### src/hw/rtl/jdc_pkg.sv
// Shared types and constants for the Julian day number calendar converter.
// Holds the pipeline item record and the month offset table; no dependencies.
`timescale 1ns / 1ps
`default_nettype none

package jdc_pkg;

   localparam int NUM_STAGES = 8;

   localparam logic        OP_TO_JD   = 1'b0;
   localparam logic        OP_FROM_JD = 1'b1;

   localparam logic [13:0] YEAR_MIN    = 14'd1;
   localparam logic [13:0] YEAR_MAX    = 14'd9999;
   localparam logic [13:0] REFORM_YEAR = 14'd1582;
   localparam logic [3:0]  REFORM_MON  = 4'd10;
   localparam logic [4:0]  GAP_FIRST   = 5'd5;
   localparam logic [4:0]  GAP_LAST    = 5'd14;
   localparam logic [4:0]  GREG_FIRST  = 5'd15;

   localparam logic [22:0] JD_MIN        = 23'd1721424;
   localparam logic [22:0] JD_MAX        = 23'd5373484;
   localparam logic [22:0] JD_GREG_START = 23'd2299160;

   localparam logic [14:0] YEAR_BIAS    = 15'd4716;
   localparam logic [14:0] YEAR_BIAS_JF = 15'd4715;
   localparam logic [10:0] DAYS_4YEARS  = 11'd1461;
   localparam logic [10:0] JD_OFFSET    = 11'd1524;
   localparam logic [24:0] B_OFFSET     = 25'd7468865;
   localparam logic [11:0] E_OFFSET     = 12'd2442;

   // floor(y / 100) = (y * DIV100_MULT) >> DIV100_SHIFT for 14-bit y
   localparam logic [12:0] DIV100_MULT  = 13'd5243;
   localparam int          DIV100_SHIFT = 19;
   // floor(n / 146097) for n below 2**24
   localparam logic [24:0] B_MULT       = 25'd30103606;
   localparam int          B_SHIFT      = 42;
   // floor(n / 7305) for n below 2**27
   localparam logic [27:0] E_MULT       = 28'd150514939;
   localparam int          E_SHIFT      = 40;

   typedef struct packed {
      logic        op;
      logic [4:0]  d;
      logic [3:0]  m;
      logic [13:0] y;
      logic [13:0] yy;
      logic [3:0]  mm;
      logic        date_ok;
      logic        greg;
      logic [7:0]  qy;
      logic [7:0]  qa;
      logic [24:0] t1;
      logic [8:0]  ka;
      logic [22:0] jd;
      logic [2:0]  wday;
      logic [22:0] a;
      logic        rerr;
      logic        gb;
      logic [23:0] nb;
      logic [48:0] pb;
      logic [22:0] dd;
      logic [26:0] ne;
      logic [54:0] pe;
      logic [14:0] e;
      logic [9:0]  r;
      logic [3:0]  g;
      logic [4:0]  out_d;
      logic [3:0]  out_m;
      logic [13:0] out_y;
   } pipe_type;

   // floor(30.6001 * k)
   function automatic logic [8:0] month_offset(input logic [3:0] k);
      logic [8:0] v;
      case (k)
         4'd1:    v = 9'd30;
         4'd2:    v = 9'd61;
         4'd3:    v = 9'd91;
         4'd4:    v = 9'd122;
         4'd5:    v = 9'd153;
         4'd6:    v = 9'd183;
         4'd7:    v = 9'd214;
         4'd8:    v = 9'd244;
         4'd9:    v = 9'd275;
         4'd10:   v = 9'd306;
         4'd11:   v = 9'd336;
         4'd12:   v = 9'd367;
         4'd13:   v = 9'd397;
         4'd14:   v = 9'd428;
         4'd15:   v = 9'd459;
         default: v = 9'd0;
      endcase
      return v;
   endfunction

endpackage

`default_nettype wire

### src/hw/rtl/julian_day_calendar_converter.sv
// Top level of the Julian day number calendar converter: handshakes and stage valids.
// Depends on jdc_pkg and jdc_datapath.
`timescale 1ns / 1ps
`default_nettype none

// Converts a calendar date to its Julian day number and weekday (opcode 0), or a
// Julian day number back to a date (opcode 1), Julian calendar before 15 October
// 1582 and Gregorian from then on. The block is an 8-stage pipeline: an item
// accepted into stage 0 moves through stage registers 0 to 7, the last of which
// drives the rsp ports, and one item can be taken every cycle while rsp_stall is low.
// The stage count is set by the two wide reciprocal multiplies of the
// day number path (by 1/146097 and 1/7305), each in a stage of its own with the
// sums around them. Every stage has its own valid bit, so a stall on the result
// side only backs up into the input once all eight stages hold an item.

module julian_day_calendar_converter (
   input  wire logic        clock,
   input  wire logic        reset,
   input  wire logic        req_valid,
   output      logic        req_stall,
   input  wire logic        req_opcode,
   input  wire logic [4:0]  req_day,
   input  wire logic [3:0]  req_month,
   input  wire logic [13:0] req_year,
   input  wire logic [22:0] req_day_number,
   output      logic        rsp_valid,
   input  wire logic        rsp_stall,
   output      logic        rsp_date_valid,
   output      logic [22:0] rsp_jd_out,
   output      logic [2:0]  rsp_weekday,
   output      logic [4:0]  rsp_out_day,
   output      logic [3:0]  rsp_out_month,
   output      logic [13:0] rsp_out_year,
   output      logic        rsp_range_error
);
   import jdc_pkg::*;

   logic [NUM_STAGES-1:0] vld_ff;
   logic [NUM_STAGES-1:0] vld_in;
   logic [NUM_STAGES:0]   rdy;
   pipe_type              last_item;

   // a stage takes a new item when empty or when the next one moves on
   always_comb begin
      rdy[NUM_STAGES] = !rsp_stall;
      for (int i = NUM_STAGES - 1; i >= 0; i--) begin
         rdy[i] = !vld_ff[i] || rdy[i+1];
      end
      for (int i = 0; i < NUM_STAGES; i++) begin
         if (!rdy[i]) begin
            vld_in[i] = vld_ff[i];
         end else if (i == 0) begin
            vld_in[i] = req_valid;
         end else begin
            vld_in[i] = vld_ff[i-1];
         end
      end
   end

   always_ff @(posedge clock) begin
      if (reset) begin
         vld_ff <= '0;
      end else begin
         vld_ff <= vld_in;
      end
   end

   jdc_datapath u_datapath (
      .clock          (clock),
      .ld             (rdy[NUM_STAGES-1:0]),
      .req_opcode     (req_opcode),
      .req_day        (req_day),
      .req_month      (req_month),
      .req_year       (req_year),
      .req_day_number (req_day_number),
      .rsp_item       (last_item)
   );

   assign req_stall       = !rdy[0];
   assign rsp_valid       = vld_ff[NUM_STAGES-1];
   assign rsp_date_valid  = last_item.date_ok;
   assign rsp_jd_out      = last_item.jd;
   assign rsp_weekday     = last_item.wday;
   assign rsp_out_day     = last_item.out_d;
   assign rsp_out_month   = last_item.out_m;
   assign rsp_out_year    = last_item.out_y;
   assign rsp_range_error = last_item.rerr;

`ifndef SYNTHESIS
   a_stall_only_when_full: assert property (@(posedge clock) disable iff (reset)
      req_stall |-> (&vld_ff))
      else $error("input stalled while a pipeline stage is empty");

   a_invalid_date_zero: assert property (@(posedge clock) disable iff (reset)
      (rsp_valid && !rsp_date_valid) |-> (rsp_jd_out == 23'd0 && rsp_weekday == 3'd0))
      else $error("invalid date carries a day number or weekday");

   a_range_error_zero: assert property (@(posedge clock) disable iff (reset)
      (rsp_valid && rsp_range_error) |->
      (rsp_out_day == 5'd0 && rsp_out_month == 4'd0 && rsp_out_year == 14'd0 &&
       !rsp_date_valid))
      else $error("range error item carries date fields");

   a_weekday_bound: assert property (@(posedge clock) disable iff (reset)
      rsp_valid |-> (rsp_weekday <= 3'd6))
      else $error("weekday fold out of range");
`endif

endmodule

`default_nettype wire

### src/hw/rtl/jdc_datapath.sv
// Eight-stage datapath of the calendar converter: both conversions side by side.
// Depends on jdc_pkg; stage load enables come from the top level.
`timescale 1ns / 1ps
`default_nettype none

module jdc_datapath (
   input  wire logic                             clock,
   input  wire logic [jdc_pkg::NUM_STAGES-1:0]   ld,
   input  wire logic                             req_opcode,
   input  wire logic [4:0]                       req_day,
   input  wire logic [3:0]                       req_month,
   input  wire logic [13:0]                      req_year,
   input  wire logic [22:0]                      req_day_number,
   output jdc_pkg::pipe_type                     rsp_item
);
   import jdc_pkg::*;

   pipe_type st_ff [NUM_STAGES];
   pipe_type st_in [NUM_STAGES];

   logic        s0_shift;
   logic        s0_gap;
   logic [26:0] s1_prod_qy;
   logic [26:0] s1_prod_qa;
   logic [14:0] s1_ybias;
   logic [13:0] s2_r100;
   logic        s2_div4;
   logic        s2_leap;
   logic [4:0]  s2_mlen;
   logic [24:0] s2_jd;
   logic [6:0]  s2_b;
   logic [23:0] s3_x;
   logic [5:0]  s3_dsum;
   logic [3:0]  s3_t;
   logic [3:0]  s3_u;
   logic [25:0] s5_f;
   logic [3:0]  s6_cnt;
   logic [3:0]  s7_mon;

   // stage 0: capture, shift Jan/Feb to the previous year, range checks
   always_comb begin
      st_in[0]       = '0;
      s0_shift       = req_month < 4'd3;
      s0_gap         = (req_year == REFORM_YEAR) && (req_month == REFORM_MON) &&
                       (req_day >= GAP_FIRST) && (req_day <= GAP_LAST);
      st_in[0].op    = req_opcode;
      st_in[0].d     = req_day;
      st_in[0].m     = req_month;
      st_in[0].y     = req_year;
      st_in[0].yy    = s0_shift ? req_year - 14'd1 : req_year;
      st_in[0].mm    = s0_shift ? req_month + 4'd12 : req_month;
      st_in[0].date_ok = (req_year >= YEAR_MIN) && (req_year <= YEAR_MAX) &&
                         (req_month >= 4'd1) && (req_month <= 4'd12) &&
                         (req_day != 5'd0) && !s0_gap;
      st_in[0].greg  = (st_in[0].yy > REFORM_YEAR) ||
                       ((st_in[0].yy == REFORM_YEAR) &&
                        ((st_in[0].mm > REFORM_MON) ||
                         ((st_in[0].mm == REFORM_MON) && (req_day >= GREG_FIRST))));
      st_in[0].a     = req_day_number;
      st_in[0].rerr  = (req_day_number < JD_MIN) || (req_day_number > JD_MAX);
      st_in[0].gb    = req_day_number > JD_GREG_START;
      st_in[0].nb    = 24'({req_day_number, 2'b00} - B_OFFSET);
   end

   // stage 1: constant multiplies and the month offset lookup
   always_comb begin
      st_in[1]      = st_ff[0];
      s1_prod_qy    = 27'(st_ff[0].y) * 27'(DIV100_MULT);
      s1_prod_qa    = 27'(st_ff[0].yy) * 27'(DIV100_MULT);
      s1_ybias      = 15'(st_ff[0].yy) + YEAR_BIAS;
      st_in[1].qy   = 8'(s1_prod_qy >> DIV100_SHIFT);
      st_in[1].qa   = 8'(s1_prod_qa >> DIV100_SHIFT);
      st_in[1].t1   = 25'(s1_ybias) * 25'(DAYS_4YEARS);
      st_in[1].ka   = month_offset(st_ff[0].mm + 4'd1) + 9'(st_ff[0].d);
      st_in[1].pb   = 49'(st_ff[0].nb) * 49'(B_MULT);
   end

   // stage 2: leap year and month length, day number sum, century correction
   always_comb begin
      st_in[2]  = st_ff[1];
      s2_r100   = st_ff[1].y - 14'(14'(st_ff[1].qy) * 14'd100);
      s2_div4   = st_ff[1].y[1:0] == 2'd0;
      if (st_ff[1].y < REFORM_YEAR) begin
         s2_leap = s2_div4;
      end else begin
         s2_leap = (s2_div4 && (s2_r100 != 14'd0)) ||
                   ((s2_r100 == 14'd0) && (st_ff[1].qy[1:0] == 2'd0));
      end
      case (st_ff[1].m)
         4'd2:    s2_mlen = s2_leap ? 5'd29 : 5'd28;
         4'd4:    s2_mlen = 5'd30;
         4'd6:    s2_mlen = 5'd30;
         4'd9:    s2_mlen = 5'd30;
         4'd11:   s2_mlen = 5'd30;
         default: s2_mlen = 5'd31;
      endcase
      st_in[2].date_ok = st_ff[1].date_ok && (st_ff[1].d <= s2_mlen);
      s2_jd = 25'(st_ff[1].t1 >> 2) + 25'(st_ff[1].ka) - 25'(JD_OFFSET);
      if (st_ff[1].greg) begin
         s2_jd = s2_jd + 25'd2 + 25'(st_ff[1].qa >> 2) - 25'(st_ff[1].qa);
      end
      st_in[2].jd = s2_jd[22:0];
      s2_b = 7'(st_ff[1].pb >> B_SHIFT);
      if (st_ff[1].gb) begin
         st_in[2].dd = st_ff[1].a + 23'(JD_OFFSET) + 23'd1 + 23'(s2_b) - 23'(s2_b >> 2);
      end else begin
         st_in[2].dd = st_ff[1].a + 23'(JD_OFFSET);
      end
   end

   // stage 3: weekday by octal digit folding (8 = 1 mod 7), 20*D - 2442
   always_comb begin
      st_in[3] = st_ff[2];
      s3_x     = 24'(st_ff[2].jd) + 24'd1;
      s3_dsum  = '0;
      for (int i = 0; i < 8; i++) begin
         s3_dsum = s3_dsum + 6'(s3_x[3*i +: 3]);
      end
      s3_t = 4'(s3_dsum[5:3]) + 4'(s3_dsum[2:0]);
      s3_u = 4'(s3_t[3]) + 4'(s3_t[2:0]);
      st_in[3].wday = (s3_u >= 4'd7) ? 3'(s3_u - 4'd7) : 3'(s3_u);
      st_in[3].ne   = 27'({st_ff[2].dd, 4'b0000}) + 27'({st_ff[2].dd, 2'b00}) -
                      27'(E_OFFSET);
   end

   // stage 4: reciprocal multiply for the year count
   always_comb begin
      st_in[4]    = st_ff[3];
      st_in[4].pe = 55'(st_ff[3].ne) * 55'(E_MULT);
   end

   // stage 5: year count, days before it, remainder
   always_comb begin
      st_in[5]   = st_ff[4];
      st_in[5].e = 15'(st_ff[4].pe >> E_SHIFT);
      s5_f       = 26'(st_in[5].e) * 26'(DAYS_4YEARS);
      st_in[5].r = 10'(st_ff[4].dd - 23'(s5_f >> 2));
   end

   // stage 6: month count by comparison against the offset table
   always_comb begin
      st_in[6] = st_ff[5];
      s6_cnt   = '0;
      for (int k = 1; k < 16; k++) begin
         s6_cnt = s6_cnt + 4'(10'(month_offset(4'(k))) < st_ff[5].r);
      end
      st_in[6].g = s6_cnt;
   end

   // stage 7: day, month, year; drop fields that the opcode does not own
   always_comb begin
      st_in[7] = st_ff[6];
      s7_mon   = (st_ff[6].g < 4'd14) ? st_ff[6].g - 4'd1 : st_ff[6].g - 4'd13;
      st_in[7].out_d = 5'(st_ff[6].r - 10'(month_offset(st_ff[6].g)));
      st_in[7].out_m = s7_mon;
      st_in[7].out_y = (s7_mon > 4'd2) ? 14'(st_ff[6].e - YEAR_BIAS) :
                                         14'(st_ff[6].e - YEAR_BIAS_JF);
      if (st_ff[6].op == OP_TO_JD) begin
         st_in[7].rerr  = 1'b0;
         st_in[7].out_d = '0;
         st_in[7].out_m = '0;
         st_in[7].out_y = '0;
         if (!st_ff[6].date_ok) begin
            st_in[7].jd   = '0;
            st_in[7].wday = '0;
         end
      end else begin
         st_in[7].date_ok = 1'b0;
         st_in[7].jd      = '0;
         st_in[7].wday    = '0;
         if (st_ff[6].rerr) begin
            st_in[7].out_d = '0;
            st_in[7].out_m = '0;
            st_in[7].out_y = '0;
         end
      end
   end

   always_ff @(posedge clock) begin
      for (int i = 0; i < NUM_STAGES; i++) begin
         if (ld[i]) begin
            st_ff[i] <= st_in[i];
         end
      end
   end

   assign rsp_item = st_ff[NUM_STAGES-1];

endmodule

`default_nettype wire

### config.mk
export PLATFORM = sky130hd
export DESIGN_NAME = julian_day_calendar_converter
export DESIGN_NICKNAME = d
export VERILOG_FILES = /design/src/hw/rtl/jdc_pkg.sv /design/src/hw/rtl/julian_day_calendar_converter.sv /design/src/hw/rtl/jdc_datapath.sv
export SDC_FILE = /design/constraint.sdc
export NUM_CORES = 2
export LEC_CHECK = 0
export ABC_AREA = 1
export ABC_CLOCK_PERIOD_IN_PS = 9100
export BUFFER_PORTS_ARGS = -buffer_cell sky130_fd_sc_hd__buf_2
export CORE_MARGIN = 3
export CORE_UTILIZATION = 25
export CTS_BUF_LIST = sky130_fd_sc_hd__clkbuf_8 sky130_fd_sc_hd__clkbuf_16
export DETAILED_ROUTE_END_ITERATION = 8
export PLACE_DENSITY = 0.43
export SLEW_MARGIN = 20
export SYNTH_ARGS = -nofsm -noshare
export SYNTH_HDL_FRONTEND = slang
export SYNTH_SLANG_ARGS = --single-unit
export TNS_END_PERCENT = 50
### constraint.sdc
create_clock -name clock -period 9.1 [get_ports clock]
set_input_delay 0.455 -clock clock [delete_from_list [all_inputs] [get_ports clock]]
set_output_delay 0.455 -clock clock [all_outputs]
set_load 0.02 [all_outputs]
* Word level (Yosys, flattened, before mapping)
Memories as Yosys holds them, arrays and structs flattened.
Index checks and enable logic that the tools add are counted.
W data, S select, Z words.
** Storage, ports and cells
- ROM bits :: 288
- RAM bits :: 3000
- Bits in registers :: 8
- Output and inout bits :: 53
- Bits in latches :: 0
- Memories :: 3
** Cells by class
- Bitwise gates (word level) :: 0
- Div/mod/pow operators :: 0
- Add/subtract/negate cells :: 49
- Mux-type cells :: 32
- Order comparisons :: 33
- Shift-type cells :: 0
- Reduce and logical (&&, ||, !) cells :: 42
- Eq/ne operators :: 9
- $mul :: 7
** Memories
- u_datapath.st_ff :: words 8, bits a word 375, rd ports 8, clocked after Yosys merged registers in 0, wr ports 8, RTL line jdc_datapath.sv:18 : pipe_type st_ff [NUM_STAGES];
- (no name shown) :: words 16, bits a word 9, rd ports 1, clocked after Yosys merged registers in 0, wr ports 0, RTL line jdc_pkg.sv:76 : case (k)
- (no name shown) :: words 16, bits a word 9, rd ports 1, clocked after Yosys merged registers in 0, wr ports 0, RTL line jdc_pkg.sv:76
** Operators with widths (count)
- $mux W23 :: 4
- $lt A9 B10 Y1 const A :: 7
- $mul A27 B28 Y55 const B :: 1
- $mul A14 B13 Y27 const B :: 2
- $add A4 B1 Y4 :: 13
- $mux W26 :: 2
- $mul A24 B24 Y48 const B :: 1
- $lt A8 B10 Y1 const A :: 4
- $add A6 B3 Y6 :: 6
- $eq A14 B11 Y1 const B :: 2
- $mux W14 :: 2
- $sub A14 B13 Y14 const B :: 2
- $add A27 B25 Y27 :: 1
- $sub A27 B12 Y27 const B :: 1
- $mul A15 B11 Y25 const B :: 1
- $add A23 B1 Y24 const B :: 1
- $sub A24 B23 Y24 const B :: 1
- $add A23 B1 Y23 const B :: 1
- $add A23 B11 Y23 const B :: 1
- $add A23 B2 Y23 const B :: 1
- $add A23 B6 Y23 :: 1
- $add A23 B7 Y23 :: 1
- $add A23 B9 Y23 :: 1
- $gt A23 B22 Y1 const B :: 1
- 54 further kinds :: 114

* Depth between registers and ports, before layout
An unclocked memory read counts as a cell.
- Word-level depth :: 16
- Depth in mapped cells :: 31

* Hierarchy
A second synthesis with hierarchy kept.
** Unflattened totals
- Cells, all modules :: 8776
- Area, all modules :: 113276.1 µm²
** By module, submodules not included
- jdc_datapath :: area each 112953.3 µm², cells an instance 8739, sequential area each 61499.0 µm², times used 1
- julian_day_calendar_converter :: area each 322.8 µm², cells an instance 37, sequential area each 160.2 µm², times used 1

* Worst setup path after synthesis
Ideal clock, no wire load.
- Path type :: input to register
- From :: in rsp_stall
- To :: mem u_datapath.st_ff[0][208] (netlist name) (enable)
- Stages :: 15
- Path slack :: 0.303 ns
- Arrival :: 8.354 ns
- Required time :: 8.657 ns
- Cells stage by stage :: nand2_2 -> nor2_2 -> inv_2 -> nor2_1 -> inv_1 -> nor2_2 -> inv_2 -> nor2_2 -> inv_2 -> nor2_2 -> inv_2 -> nor2_2 -> inv_2 -> nor2_4 -> inv_1
** RTL lines
- start: declaration :: RTL line julian_day_calendar_converter.sv:27 : input wire logic rsp_stall,
- end: declaration :: RTL line jdc_datapath.sv:18

==> metrics.csv <==
stage,metric,value,unit
layout,Reg area,15700,um^2
synthesis,syn_nets,8467,
clock_tree,# clock sinks,525,
clock_tree,post-CTS sizing,0,
worst_setup_path,CP Max Fanout,10,
detailed_routing,TritonRoute pass-1 iters,5,
placement,count of buffers from port buffering,103,
layout,most frequent cells in the layout,"1,706 x inv_1, 1,053 x ha_1, 734 x nand2_1",
worst_setup_path,CP required,9.55,ns
grt,vias in the first global route,47037,
timing,Slew Limit Fails,0,
run_status,status,completed,
synthesis,Yosys reg bits,525,
worst_setup_path,CP Cell Sequence,inv_1 > fa_1 > inv_1 > fa_1 > fa_1 > inv_1 > fa_1 > fa_1 > fa_1 > inv_1 > fa_1 > ha_1 > nand2_1 > nor2_1 > inv_1 > nor4_1 > a21boi_0 > nor4_1 > nand3_1 > nand2_1,
synthesis,synthesized instance count,6646,
grt,initial antenna violation count,21,
synthesis,"Top FF cell, synth",edfxtp_1,
timing,Slew HR,0.324,
placement,Placer Congestion,0.884,
grt,total grt overflow,0,
layout,P&R area growth vs syn,11.1,%
timing,Hold Fails Final Rpt,0,
die,Core Box Area,252000,um^2
synthesis,number of flops mapped to enable cells by yosys,517,
timing,final cycle utilization of the critical path,0.742,
grt,first-pass GRT wire length,271000,um
synthesis,Mapped Area,63500,um^2
die,initial core utilization,0.252,
worst_setup_path,Critical Path Most Common Cell,fa_1,
worst_setup_path,crit path DAT,7.20,ns
timing,Clock Skew,0.0482,ns
timing,fin crit period,6.75,ns
layout,"commonest non-fill, non-tap cell in the layout",inv_1,
worst_setup_path,slowest CP cell,edfxtp_1,
die,IO Pins,104,
grt,largest net degree at the start of global routing,66,
timing,RSZ-0062 raised after global routing,false,
clock_tree,Clock Tree Buf Depth,3,
layout,share of cells above drive strength 1,0.0466,
placement,post-DP HPWL,148000,um
clock_tree,post-CTS setup buffers,0,
worst_setup_path,CP Launch Type,register,
clock_tree,CTS tree,done,
clock_tree,CTS buffer count,71,
synthesis,Yosys warnings,0,
die,cell row count,184,
detailed_routing,DRC Markers,0,
layout,fill cell count,26711,
die,Die ar.,260000,um^2
clock_tree,CTS H-Tree Depth,3,
detailed_routing,WL/cell,16.7,um
timing,Least-Margin Pin Slew,1.01,ns
run,Max-cap violations,0,
synthesis,distinct cell type count after synthesis,70,
timing,Post-Route Setup TNS,0,ns
worst_setup_path,CP bufs+invs,5,
grt,Overall Global Routing Usage,0.134,
detailed_routing,Iter 0 DRT Violations,1807,
timing,fmax,148,MHz
layout,# nets final,8607,
clock_tree,clock-pin slew on the worst setup and hold paths,0.06,ns
timing,Setup-failing EPs final,0,
worst_setup_path,WS Path Type,register to register,
die,die span in x,510,um
clock_tree,worst skew pair latency,0.69,ns
detailed_routing,Routed WL,170000,um
worst_setup_path,CP top delay family,adder cells,
worst_setup_path,max incr delay on CP,0.66,ns
detailed_routing,routed vias,43533,
die,DIE HEIGHT,510,um
synthesis,ys async rst share,0,
detailed_routing,routed vias/inst,4.27,
layout,multi-input logic area,40900,um^2
clock_tree,Hold Buf Count CTS,24,
clock_tree,root buf cell,clkbuf_16,
synthesis,"Seq/Total Area, Yosys",0.247,
synthesis,mean post-synth cell area,9.55,um^2
worst_hold_path,worst hold path type,primary input to register,
detailed_routing,ANT nets after route,0,
worst_setup_path,crit end category,register,
-- worst reg2reg max path, stage by stage (launching register included) --
cell and delay (ns):
edfxtp_1 0.66, inv_1 0.40, fa_1 0.63, inv_1 0.05, fa_1 0.48, fa_1 0.56, inv_1 0.06, fa_1 0.51
fa_1 0.52, fa_1 0.55, inv_1 0.06, fa_1 0.47, ha_1 0.33, nand2_1 0.12, nor2_1 0.16, inv_1 0.08
nor4_1 0.32, a21boi_0 0.32, nor4_1 0.11, nand3_1 0.08, nand2_1 0.07
-- synthesized netlist by cell type, types with 5 or more instances --
| library cell | n | area share |
|---|---|---|
| a211oi_1 | 14 | 0.0017 |
| edfxtp_1 | 517 | 0.24 |
| a21oi_2 | 6 | 0.00083 |
| fa_1 | 717 | 0.23 |
| nor3_2 | 5 | 0.00079 |
| o211ai_1 | 11 | 0.0013 |
| inv_2 | 9 | 0.00053 |
| o21ai_0 | 226 | 0.018 |
| nand3_1 | 174 | 0.014 |
| ha_1 | 1053 | 0.21 |
| xnor2_1 | 79 | 0.011 |
| nor2_1 | 379 | 0.022 |
| nand2_1 | 735 | 0.043 |
| a31o_2 | 5 | 0.00069 |
| nor3_1 | 72 | 0.0057 |
| nor2_2 | 10 | 0.00099 |
| nand3b_1 | 8 | 0.00095 |
| or2_2 | 15 | 0.0015 |
| o21ai_2 | 6 | 0.00083 |
| and3_1 | 5 | 0.00049 |
| o2111ai_1 | 5 | 0.00069 |
| nand4_1 | 67 | 0.0066 |
| a31oi_1 | 35 | 0.0034 |
| buf_4 | 49 | 0.0058 |
| o21ai_1 | 15 | 0.0012 |
| a21o_1 | 40 | 0.0047 |
| xor2_1 | 187 | 0.026 |
| nand2_2 | 11 | 0.0011 |
| inv_1 | 1695 | 0.10 |
| nor4_1 | 34 | 0.0034 |
| o21bai_1 | 30 | 0.0035 |
| dfxtp_1 | 8 | 0.0025 |
| a21oi_1 | 313 | 0.025 |
| o21a_1 | 14 | 0.0017 |
| o31ai_1 | 11 | 0.0013 |
| clkbuf_1 | 16 | 0.00095 |
| a21boi_0 | 10 | 0.0012 |
-- cell families (layout without fill, tap and decap cells) --
logic type / count (synthesis) / count (layout) / synth area share
xor gates and xnor gates: 267 / 267 / 0.0369
AOI/OAI and AO/OA: 773 / 773 / 0.0702
adders and majority gates: 1770 / 1770 / 0.434
muxes: 1 / 1 / 0.000177
buffers and inverters: 1776 / 1974 / 0.108
and+or+nand+nor: 1534 / 1534 / 0.104
DFF: 525 / 525 / 0.247
other: 0 / 7 / 0
-- flip-flops by register name, indices dropped and copies added, names as in the netlist --
name and count:
vld_ff 8, u_datapath.st_ff 517
-- per-stage QoR --
step / worst slack [ns] / cell area [um^2] / utilization / instances / hold WS (ns)
after floorplan: 0.303 / 63500 / - / 6646 / 0.400
after global placement: 2.30 / 67800 / 0.269 / 10037 / 0.400
after detailed placement: 2.28 / 67800 / 0.269 / 10037 / 0.405
after CTS: 2.28 / 70500 / 0.280 / 10192 / 0.00260
after global routing: 1.90 / 70600 / 0.280 / 10199 / 0.0269
final: 2.35 / 70600 / 0.280 / 10199 / 0.0806
-- metal layers --
layer  routed length (um)  GRT usage  vias up  part of all wire
li1                     -          -    21544                 -
met1                78600      0.175    21274              0.46
met2                83900      0.236      552              0.49
met3                 4170     0.0139      163             0.024
met4                 3720     0.0326        0             0.022
met5                    0          0        -                 0
-- cell type report --
cell class                 instances  share of cell area
multi-input combinational       4345               0.580
sequential                       525               0.222
inverter                        1705              0.0908
tap                             3348              0.0594
clock buffer                      71              0.0252
timing repair buffer             138              0.0119
clock inverter                    60             0.00986
antenna                            7            0.000248
-- final timing paths --
| path | end | start | cells after the start | slack, ns |
|---|---|---|---|---|
| setup reg to reg | u_datapath.st_ff[0][574] | u_datapath.st_ff[0][208] | 20 | 2.35 |
| setup / recovery | u_datapath.st_ff[0][574] | u_datapath.st_ff[0][208] | 20 | 2.35 |
| hold / removal | u_datapath.st_ff[0][355] | req_year[4] | 1 | 0.08 |
| hold reg to reg | u_datapath.st_ff[1][653] | u_datapath.st_ff[1][278] | 0 | 0.39 |
Power is left out: the tool's default activity adds up to more than one toggle a clock period on the data nets, which glitch-free logic cannot reach.
